### src/rtl/core/tvt_pkg.sv
// Package for the trigram Viterbi tagger core: score types, constants,
// the controller state type and the saturating helper function.
// Depends on nothing; used by trigram_viterbi_tagger_core.
`timescale 1ns / 1ps

package tvt_pkg;

	typedef logic signed [15:0] score16_t;
	typedef logic signed [23:0] score24_t;
	typedef logic signed [25:0] sum26_t;

	localparam int NUM_BANKS = 7;
	localparam int BANK_W    = 64;
	localparam int CFG_IDX_W = 3;
	localparam int NUM_PAIRS = 9;
	localparam int NUM_TRANS = 27;

	localparam logic [1:0] TAG_O     = 2'd0;
	localparam logic [1:0] TAG_GENE  = 2'd1;
	localparam logic [1:0] TAG_START = 2'd2;
	localparam logic [1:0] TAG_STOP  = 2'd2;

	localparam score16_t NEG_INF16 = 16'sh8000;
	localparam score24_t NEG_INF24 = 24'sh800000;
	localparam score24_t POS_MAX24 = 24'sh7fffff;

	localparam logic [BANK_W-1:0] TRANS_RESET = 64'h8000_8000_8000_8000;

	typedef enum logic [2:0] {
		ST_IDLE,
		ST_ACC,
		ST_FIN,
		ST_TRACE_RD,
		ST_TRACE_UPD,
		ST_EMIT
	} state_t;

	function automatic score24_t clamp24(input sum26_t s);
		score24_t r;
		if (s < sum26_t'(NEG_INF24)) begin
			r = NEG_INF24;
		end else if (s > sum26_t'(POS_MAX24)) begin
			r = POS_MAX24;
		end else begin
			r = s[23:0];
		end
		return r;
	endfunction

endpackage

### src/rtl/core/tvt_ram.sv
// Generic simple dual-port RAM with one write port and a registered read port.
// Depends on nothing; instanced by the tagger core for its stored pointers and tags.
`timescale 1ns / 1ps

module tvt_ram #(
	parameter int WIDTH = 8,
	parameter int DEPTH = 64,
	parameter int AW    = (DEPTH > 1) ? $clog2(DEPTH) : 1
) (
	input  logic             clk,
	input  logic             we,
	input  logic [AW-1:0]    waddr,
	input  logic [WIDTH-1:0] wdata,
	input  logic [AW-1:0]    raddr,
	output logic [WIDTH-1:0] rdata
);

	logic [WIDTH-1:0] mem_q [DEPTH];

	always_ff @(posedge clk) begin
		if (we) begin
			mem_q[waddr] <= wdata;
		end
		rdata <= mem_q[raddr];
	end

endmodule

### src/rtl/core/trigram_viterbi_tagger_core.sv
// Top level of the two-tag trigram HMM Viterbi tagger.
// Depends on tvt_pkg and on tvt_ram for the pointer and tag memories.
// Channel table:
//   channel   direction  marker               payload
//   word      in         start && !busy       score_outside, score_gene, sentence_end
//   result    out        result_valid         tag, last_tag
//   config    in         cfg_we               cfg_index, cfg_wdata
// Words that end the sentence or fill the buffer close it; other words keep busy high for one cycle.
// After a closing word the core scores the nine final pairs in turn to pick the best one, walks
// the pointer memory back word by word (a read state, then an update state), then reads out the tags.
// Results appear in word order on consecutive cycles and cannot be held off.
// Reset clears the scores and trigram table at once; the memories need no clearing.
`timescale 1ns / 1ps

module trigram_viterbi_tagger_core #(
	parameter int MAX_WORDS = 64
) (
	input  logic                                clk,
	input  logic                                arst_n,
	input  logic                                start,
	output logic                                busy,
	input  tvt_pkg::score16_t                   score_outside,
	input  tvt_pkg::score16_t                   score_gene,
	input  logic                                sentence_end,
	output logic                                result_valid,
	output logic                                tag,
	output logic                                last_tag,
	input  logic                                cfg_we,
	input  logic [tvt_pkg::CFG_IDX_W-1:0]       cfg_index,
	input  logic [tvt_pkg::BANK_W-1:0]          cfg_wdata
);

	import tvt_pkg::*;

	localparam int CW = $clog2(MAX_WORDS + 1);
	localparam int AW = (MAX_WORDS > 1) ? $clog2(MAX_WORDS) : 1;
	localparam int START_PAIR = TAG_START * 3 + TAG_START;

	state_t state_q, state_d;

	logic [BANK_W-1:0] trans_q [NUM_BANKS];
	logic [NUM_BANKS*BANK_W-1:0] trans_flat;
	score24_t ps_q [NUM_PAIRS];
	score24_t cand_d [6][3];
	score24_t cand_s1 [6][3];
	logic end_s1;
	score24_t new_ps [NUM_PAIRS];
	logic [2*NUM_PAIRS-1:0] bp_row;
	logic [CW-1:0] word_count_q;
	logic last_word;

	logic [1:0] fin_j_q, fin_k_q;
	score24_t best_q;
	logic [1:0] a1_q, a2_q;
	logic [4:0] fin_e;
	logic [3:0] fin_p;
	score16_t fin_t;
	score24_t fin_f;
	score24_t fin_s;
	logic fin_better;
	logic fin_done;

	logic [AW-1:0] idx_q;
	logic [AW-1:0] last_idx;
	logic [3:0] tr_sel;
	logic [1:0] tr_ptr;

	logic bp_we;
	logic [2*NUM_PAIRS-1:0] bp_rdata;
	logic tag_we;
	logic [0:0] tag_rdata;
	logic out_vld_s1, out_last_s1;
	logic accept;

	assign accept = start && !busy;
	assign last_idx = AW'(word_count_q - 1'b1);

	always_comb begin
		for (int b = 0; b < NUM_BANKS; b++) begin
			trans_flat[b*BANK_W +: BANK_W] = trans_q[b];
		end
	end

	// Candidate sums for all next pairs, registered at the word transfer.
	always_comb begin
		score24_t prev;
		score16_t t;
		score16_t e;
		sum26_t s;
		for (int k = 0; k < 3; k++) begin
			for (int p = 0; p < 2; p++) begin
				for (int j = 0; j < 3; j++) begin
					prev = ps_q[j*3+k];
					t = trans_flat[16*(j*9+k*3+p) +: 16];
					e = (p == 1) ? score_gene : score_outside;
					s = sum26_t'(prev) + sum26_t'(t) + sum26_t'(e);
					if (prev == NEG_INF24 || t == NEG_INF16 || e == NEG_INF16) begin
						cand_d[k*2+p][j] = NEG_INF24;
					end else begin
						cand_d[k*2+p][j] = clamp24(s);
					end
				end
			end
		end
	end

	always_comb begin
		score24_t best;
		logic [1:0] b;
		for (int i = 0; i < NUM_PAIRS; i++) begin
			new_ps[i] = NEG_INF24;
		end
		bp_row = '0;
		for (int k = 0; k < 3; k++) begin
			for (int p = 0; p < 2; p++) begin
				best = NEG_INF24;
				b = TAG_O;
				for (int j = 0; j < 3; j++) begin
					if (cand_s1[k*2+p][j] > best) begin
						best = cand_s1[k*2+p][j];
						b = 2'(j);
					end
				end
				new_ps[k*3+p] = best;
				bp_row[2*(k*3+p) +: 2] = b;
			end
		end
	end

	assign last_word = end_s1 || ((word_count_q + 1'b1) == CW'(MAX_WORDS));

	assign fin_e = 5'({fin_j_q, 3'b000}) + 5'(fin_j_q) + 5'({fin_k_q, 1'b0})
		+ 5'(fin_k_q) + 5'(TAG_STOP);
	assign fin_p = 4'({fin_j_q, 1'b0}) + 4'(fin_j_q) + 4'(fin_k_q);
	assign fin_t = trans_flat[16*fin_e +: 16];
	assign fin_f = ps_q[fin_p];
	assign fin_s = clamp24(sum26_t'(fin_f) + sum26_t'(fin_t));
	assign fin_better = (fin_f != NEG_INF24) && (fin_t != NEG_INF16) && (fin_s > best_q);
	assign fin_done = (fin_j_q == 2'd2) && (fin_k_q == 2'd2);

	assign tr_sel = 4'({a1_q, 1'b0}) + 4'(a1_q) + 4'(a2_q);
	assign tr_ptr = bp_rdata[2*tr_sel +: 2];

	always_comb begin
		state_d = state_q;
		case (state_q)
			ST_IDLE: begin
				if (start) begin
					state_d = ST_ACC;
				end
			end
			ST_ACC: begin
				state_d = last_word ? ST_FIN : ST_IDLE;
			end
			ST_FIN: begin
				if (fin_done) begin
					state_d = ST_TRACE_RD;
				end
			end
			ST_TRACE_RD: begin
				state_d = ST_TRACE_UPD;
			end
			ST_TRACE_UPD: begin
				state_d = (idx_q == '0) ? ST_EMIT : ST_TRACE_RD;
			end
			ST_EMIT: begin
				if (idx_q == last_idx) begin
					state_d = ST_IDLE;
				end
			end
			default: begin
				state_d = ST_IDLE;
			end
		endcase
	end

	always_comb begin
		busy = (state_q != ST_IDLE);
		bp_we = (state_q == ST_ACC);
		tag_we = (state_q == ST_TRACE_RD);
	end

	tvt_ram #(
		.WIDTH (2*NUM_PAIRS),
		.DEPTH (MAX_WORDS),
		.AW    (AW)
	) u_bp_ram (
		.clk   (clk),
		.we    (bp_we),
		.waddr (word_count_q[AW-1:0]),
		.wdata (bp_row),
		.raddr (idx_q),
		.rdata (bp_rdata)
	);

	tvt_ram #(
		.WIDTH (1),
		.DEPTH (MAX_WORDS),
		.AW    (AW)
	) u_tag_ram (
		.clk   (clk),
		.we    (tag_we),
		.waddr (idx_q),
		.wdata (a2_q[0]),
		.raddr (idx_q),
		.rdata (tag_rdata)
	);

	always_ff @(posedge clk or negedge arst_n) begin
		if (!arst_n) begin
			state_q <= ST_IDLE;
			for (int b = 0; b < NUM_BANKS; b++) begin
				trans_q[b] <= TRANS_RESET;
			end
			for (int i = 0; i < NUM_PAIRS; i++) begin
				ps_q[i] <= (i == START_PAIR) ? '0 : NEG_INF24;
			end
			word_count_q <= '0;
			end_s1 <= 1'b0;
			fin_j_q <= '0;
			fin_k_q <= '0;
			best_q <= NEG_INF24;
			a1_q <= TAG_O;
			a2_q <= TAG_O;
			idx_q <= '0;
			out_vld_s1 <= 1'b0;
			out_last_s1 <= 1'b0;
		end else begin
			state_q <= state_d;
			if (cfg_we && (cfg_index < CFG_IDX_W'(NUM_BANKS))) begin
				trans_q[cfg_index] <= cfg_wdata;
			end
			out_vld_s1 <= (state_q == ST_EMIT);
			out_last_s1 <= (state_q == ST_EMIT) && (idx_q == last_idx);
			if (accept) begin
				end_s1 <= sentence_end;
			end
			case (state_q)
				ST_ACC: begin
					for (int i = 0; i < NUM_PAIRS; i++) begin
						ps_q[i] <= new_ps[i];
					end
					word_count_q <= word_count_q + 1'b1;
					fin_j_q <= '0;
					fin_k_q <= '0;
					best_q <= NEG_INF24;
					a1_q <= TAG_O;
					a2_q <= TAG_O;
				end
				ST_FIN: begin
					if (fin_better) begin
						best_q <= fin_s;
						a1_q <= fin_j_q;
						a2_q <= fin_k_q;
					end
					if (fin_k_q == 2'd2) begin
						fin_k_q <= '0;
						fin_j_q <= fin_j_q + 1'b1;
					end else begin
						fin_k_q <= fin_k_q + 1'b1;
					end
					if (fin_done) begin
						idx_q <= last_idx;
						for (int i = 0; i < NUM_PAIRS; i++) begin
							ps_q[i] <= (i == START_PAIR) ? '0 : NEG_INF24;
						end
					end
				end
				ST_TRACE_UPD: begin
					a2_q <= a1_q;
					a1_q <= tr_ptr;
					if (idx_q != '0) begin
						idx_q <= idx_q - 1'b1;
					end
				end
				ST_EMIT: begin
					if (idx_q == last_idx) begin
						word_count_q <= '0;
						idx_q <= '0;
					end else begin
						idx_q <= idx_q + 1'b1;
					end
				end
				default: begin
				end
			endcase
		end
	end

	always_ff @(posedge clk) begin
		if (accept) begin
			cand_s1 <= cand_d;
		end
	end

	assign result_valid = out_vld_s1;
	assign tag = tag_rdata[0];
	assign last_tag = out_last_s1;

	a_result_from_emit: assert property (@(posedge clk) disable iff (!arst_n)
		result_valid |-> $past(state_q == ST_EMIT))
		else $error("result strobe without a preceding read-out cycle");

	a_last_has_valid: assert property (@(posedge clk) disable iff (!arst_n)
		last_tag |-> result_valid)
		else $error("last tag marked outside a result transfer");

	a_accept_to_acc: assert property (@(posedge clk) disable iff (!arst_n)
		accept |=> (state_q == ST_ACC))
		else $error("word transfer did not start the score update");

	a_count_bound: assert property (@(posedge clk) disable iff (!arst_n)
		word_count_q <= CW'(MAX_WORDS))
		else $error("word count beyond buffer depth");

	a_trace_order: assert property (@(posedge clk) disable iff (!arst_n)
		(state_q == ST_TRACE_UPD) |-> $past(state_q == ST_TRACE_RD))
		else $error("pointer update without a pointer read");

endmodule

### config.mk
export PLATFORM = sky130hd
export DESIGN_NAME = trigram_viterbi_tagger_core
export DESIGN_NICKNAME = d
export VERILOG_FILES = /design/src/rtl/core/tvt_pkg.sv /design/src/rtl/core/tvt_ram.sv /design/src/rtl/core/trigram_viterbi_tagger_core.sv
export SDC_FILE = /design/constraint.sdc
export NUM_CORES = 2
export LEC_CHECK = 0
export BUFFER_PORTS_ARGS = -buffer_cell sky130_fd_sc_hd__buf_2
export CAP_MARGIN = 40
export CORE_MARGIN = 4
export CORE_UTILIZATION = 43
export DETAILED_ROUTE_END_ITERATION = 10
export PLACE_DENSITY_LB_ADDON = 0.05
export SYNTH_ARGS = -nofsm -noshare
export SYNTH_HDL_FRONTEND = slang
export SYNTH_HIERARCHICAL = 1
export SYNTH_SLANG_ARGS = --single-unit
### constraint.sdc
create_clock -name clk -period 11 [get_ports clk]
set_clock_uncertainty 0.1 [all_clocks]
set_input_delay 1.1 -clock clk [delete_from_list [all_inputs] [get_ports clk]]
set_output_delay 1.1 -clock clk [all_outputs]
set_load 0.01 [all_outputs]
==> flow_summary_export.csv <==
group,metric,value,unit
synth,syn-cell-area,0.122,mm2
setup_path,crit_path_most_repeated_cell,"sky130_fd_sc_hd__a21o_1",
setup_path,worstSetupPathType,"reg2reg",
die,floorplan.rows,195,
placed_design,gp_congestion,1.02,
cts,clock-root-buffer,"sky130_fd_sc_hd__clkbuf_16",
global_route,grt_use_total,32.0,%
synth,ys_seq_elements,2215,
drt,pre_antenna_drt_iters,7,
drt,remaining_drc_errors,0,
die,floorplan.die.height,540,um
setup_path,slowest_delay,590,ps
sta,setup_viol,0,
sta,timing.max_slew.rel_slack,30.8,%
die,core,0.282,mm2
global_route,largest_net_degree_at_the_start_of_global_routing,153,
cts,tritoncts,"built",
sta,rsz0062_at_grt,"false",
cells_and_area,fin_nets,10800,
synth,ys_types,119,
setup_path,timing.critical_path.from_type,"flop",
setup_path,timing.critical_path.required,11650,ps
die,initial_utilization,43.2,%
sta,drv_slew,0,
cells_and_area,area_overhead_vs_synth,14.5,%
cells_and_area,final_common_cell,"sky130_fd_sc_hd__edfxtp_1",
drt,wl_per_cell,34.4,um
global_route,number_of_global_route_vias_before_repair,83000,
hold_path,hold_path.class,"in2async",
sta,hold_viol,0,
sta,fin_setup_tns,0,ps
synth,synthArstFlopShare,29.1,%
die,die_width,540,um
drt,drt.antenna.violating_nets,0,
drt,vias,84100,
global_route,grt_overflow,0,
setup_path,critical_path.endpoint_type,"flop",
cells_and_area,most-common-layout-cells,"sky130_fd_sc_hd__edfxtp_1 (1,552), sky130_fd_sc_hd__ha_1 (608), sky130_fd_sc_hd__dfrtp_1 (603)",
die,num_io_pins,108,
placed_design,portBuffers,107,
placed_design,dp_hpwl,358000,um
cts,clkSlewWorstSetupHoldPaths,50,ps
sta,final_min_period_over_clock_period,92.8,%
cells_and_area,layout-drive-gt1-share,19.9,%
setup_path,critical-path-slowest-cell,"sky130_fd_sc_hd__dfrtp_1",
synth,synth_top_flop_cell,"sky130_fd_sc_hd__edfxtp_1",
synth,synthesis.area_per_instance,13.7,um2
synth,synthesis.yosys.warnings,6,
global_route,grt_first_pass_wirelength,659000,um
sta,layout_min_cycle_time,10210,ps
drt,drt-vias-per-instance,6.12,
drt,final_wirelength,473000,um
sta,max_freq,0.0979,GHz
cts,clock_buffers_created_by_tritoncts,263,
die,fp.dieArea,0.292,mm2
global_route,antenna_violations_before_repair,62,
status,result_of_the_run,"finished clean",
setup_path,worstPathMaxFanout,57,
cts,cts.sink_count,2215,
sta,timing_worst_slew_pin_value,1040,ps
cts,clock_tree_buf_depth,4,
synth,syn_inst,8913,
flow_run,cap_violations,0,
synth,synth-edff-count,1552,
cts,insertion_delay,890,ps
cts,htreeDepth,5,
setup_path,crit_arrival,10860,ps
drt,drt_first_iter_violations,8344,
synth,ys_seq_area_share,51.8,%
final timing paths:
path / startpoint / to / slack [ps] / cells past startpoint
worst min register to register: best_q[5] / best_q[5] / 390 / 1
worst max-delay path: fin_j_q[0] / best_q[9] / 790 / 36
worst max register to register: fin_j_q[0] / best_q[9] / 790 / 36
min in group clk: best_q[5] / best_q[5] / 390 / 1
worst min-delay path: arst_n / best_q[5] / 190 / 1
max in group asynchronous: arst_n / ps_q[117] / 8260 / 3
metal layers:
layer | up-vias | track usage [%] | wire length [um]
met3 | 1058 | 8.11 | 39100
met4 | 16 | 17.9 | 32300
met5 | - | 0 | 136
li1 | 35900 | - | -
met1 | 43400 | 41.7 | 191000
met2 | 3712 | 48.8 | 211000
state kept, by name, indices dropped and copies added, names as in the netlist:
signal and count:
u_bp_ram/mem_q 1152, trans_flat 448, cand_s1 336, ps_q 145, u_tag_ram/mem_q 64, best_q 24
u_bp_ram/rdata 18, word_count_q 7, idx_q 6, state_q 3, a1_q 2, a2_q 2
fin_j_q 2, fin_k_q 2, end_s1 1, last_tag 1, result_valid 1, u_tag_ram/rdata 1
repair_timing:
item                       CTS  global route
gates resized for setup      0             2
hold endpoints to repair     0             0
setup buffers                0             1
setup endpoints to repair    0            23
hold buffers                 0             0
stage by stage:
stage | setup slack [ps] | hold WS, ps | util, % | area [um2] | cells
after floorplan | 864 | 341 | - | 124000 | 9424
after global placement | 395 | 370 | 46.1 | 130000 | 13200
after detailed placement | 391 | 374 | 46.4 | 131000 | 13200
after CTS | 318 | 193 | 49.4 | 139000 | 13700
after global routing | 110 | 233 | 49.4 | 139000 | 13700
final | 788 | 192 | 49.4 | 139000 | 13800
cell usage after synthesis (82+ instances only):
| library cell | instances | area (um2) |
|---|---|---|
| sky130_fd_sc_hd__edfxtp_1 | 1552 | 46600 |
| sky130_fd_sc_hd__ha_1 | 610 | 7630 |
| sky130_fd_sc_hd__dfrtp_1 | 609 | 15200 |
| sky130_fd_sc_hd__mux2_2 | 495 | 5570 |
| sky130_fd_sc_hd__a21oi_1 | 457 | 2290 |
| sky130_fd_sc_hd__nor2_1 | 439 | 1650 |
| sky130_fd_sc_hd__mux4_2 | 418 | 9410 |
| sky130_fd_sc_hd__nand2_1 | 388 | 1460 |
| sky130_fd_sc_hd__fa_1 | 310 | 6210 |
| sky130_fd_sc_hd__inv_1 | 285 | 1070 |
| sky130_fd_sc_hd__o21ai_0 | 277 | 1390 |
| sky130_fd_sc_hd__o21a_1 | 271 | 2030 |
| sky130_fd_sc_hd__clkbuf_1 | 246 | 923 |
| sky130_fd_sc_hd__a21o_1 | 214 | 1610 |
| sky130_fd_sc_hd__mux2i_1 | 191 | 1910 |
| sky130_fd_sc_hd__xnor2_1 | 181 | 1590 |
| sky130_fd_sc_hd__nand3_1 | 154 | 771 |
| sky130_fd_sc_hd__nor4_1 | 121 | 757 |
| sky130_fd_sc_hd__a211oi_1 | 113 | 848 |
| sky130_fd_sc_hd__nand4_1 | 109 | 682 |
| sky130_fd_sc_hd__xor2_1 | 103 | 902 |
| sky130_fd_sc_hd__nor2b_1 | 99 | 619 |
| sky130_fd_sc_hd__nor3_1 | 93 | 465 |
| sky130_fd_sc_hd__nand2b_1 | 82 | 513 |
area by class of cell:
class | instances | area, um2
fill | 24600 | 143000
sequential | 2215 | 63200
multi-input combinational | 6515 | 58000
clock buffer | 348 | 7300
tap | 3743 | 4680
timing repair buffer | 494 | 4030
inverter | 285 | 1070
clock inverter | 110 | 1030
antenna | 41 | 103
worst max-delay path, delay by kind of cell (launching register included):
family	cells	cell delay, ps
AOI/OAI and AO/OA	16	3520
adders and majority gates	5	1870
muxes	5	1390
buffers and inverters	4	1070
and+or+nand+nor	5	1040
DFF	1	590
xor gates and xnor gates	1	430
cells by family after synthesis:
| kind of cell | share of synthesized area, % |
|---|---|
| flops | 51.8 |
| compound gates | 11.1 |
| simple gates | 7.01 |
| mux | 14.0 |
| fa+ha+maj | 11.4 |
| buf+inv | 2.55 |
| xor+xnor | 2.08 |
| other cells | 0.00308 |
Power is left out: the tool's default activity adds up to more than one toggle a clock period on the data nets, which glitch-free logic cannot reach.
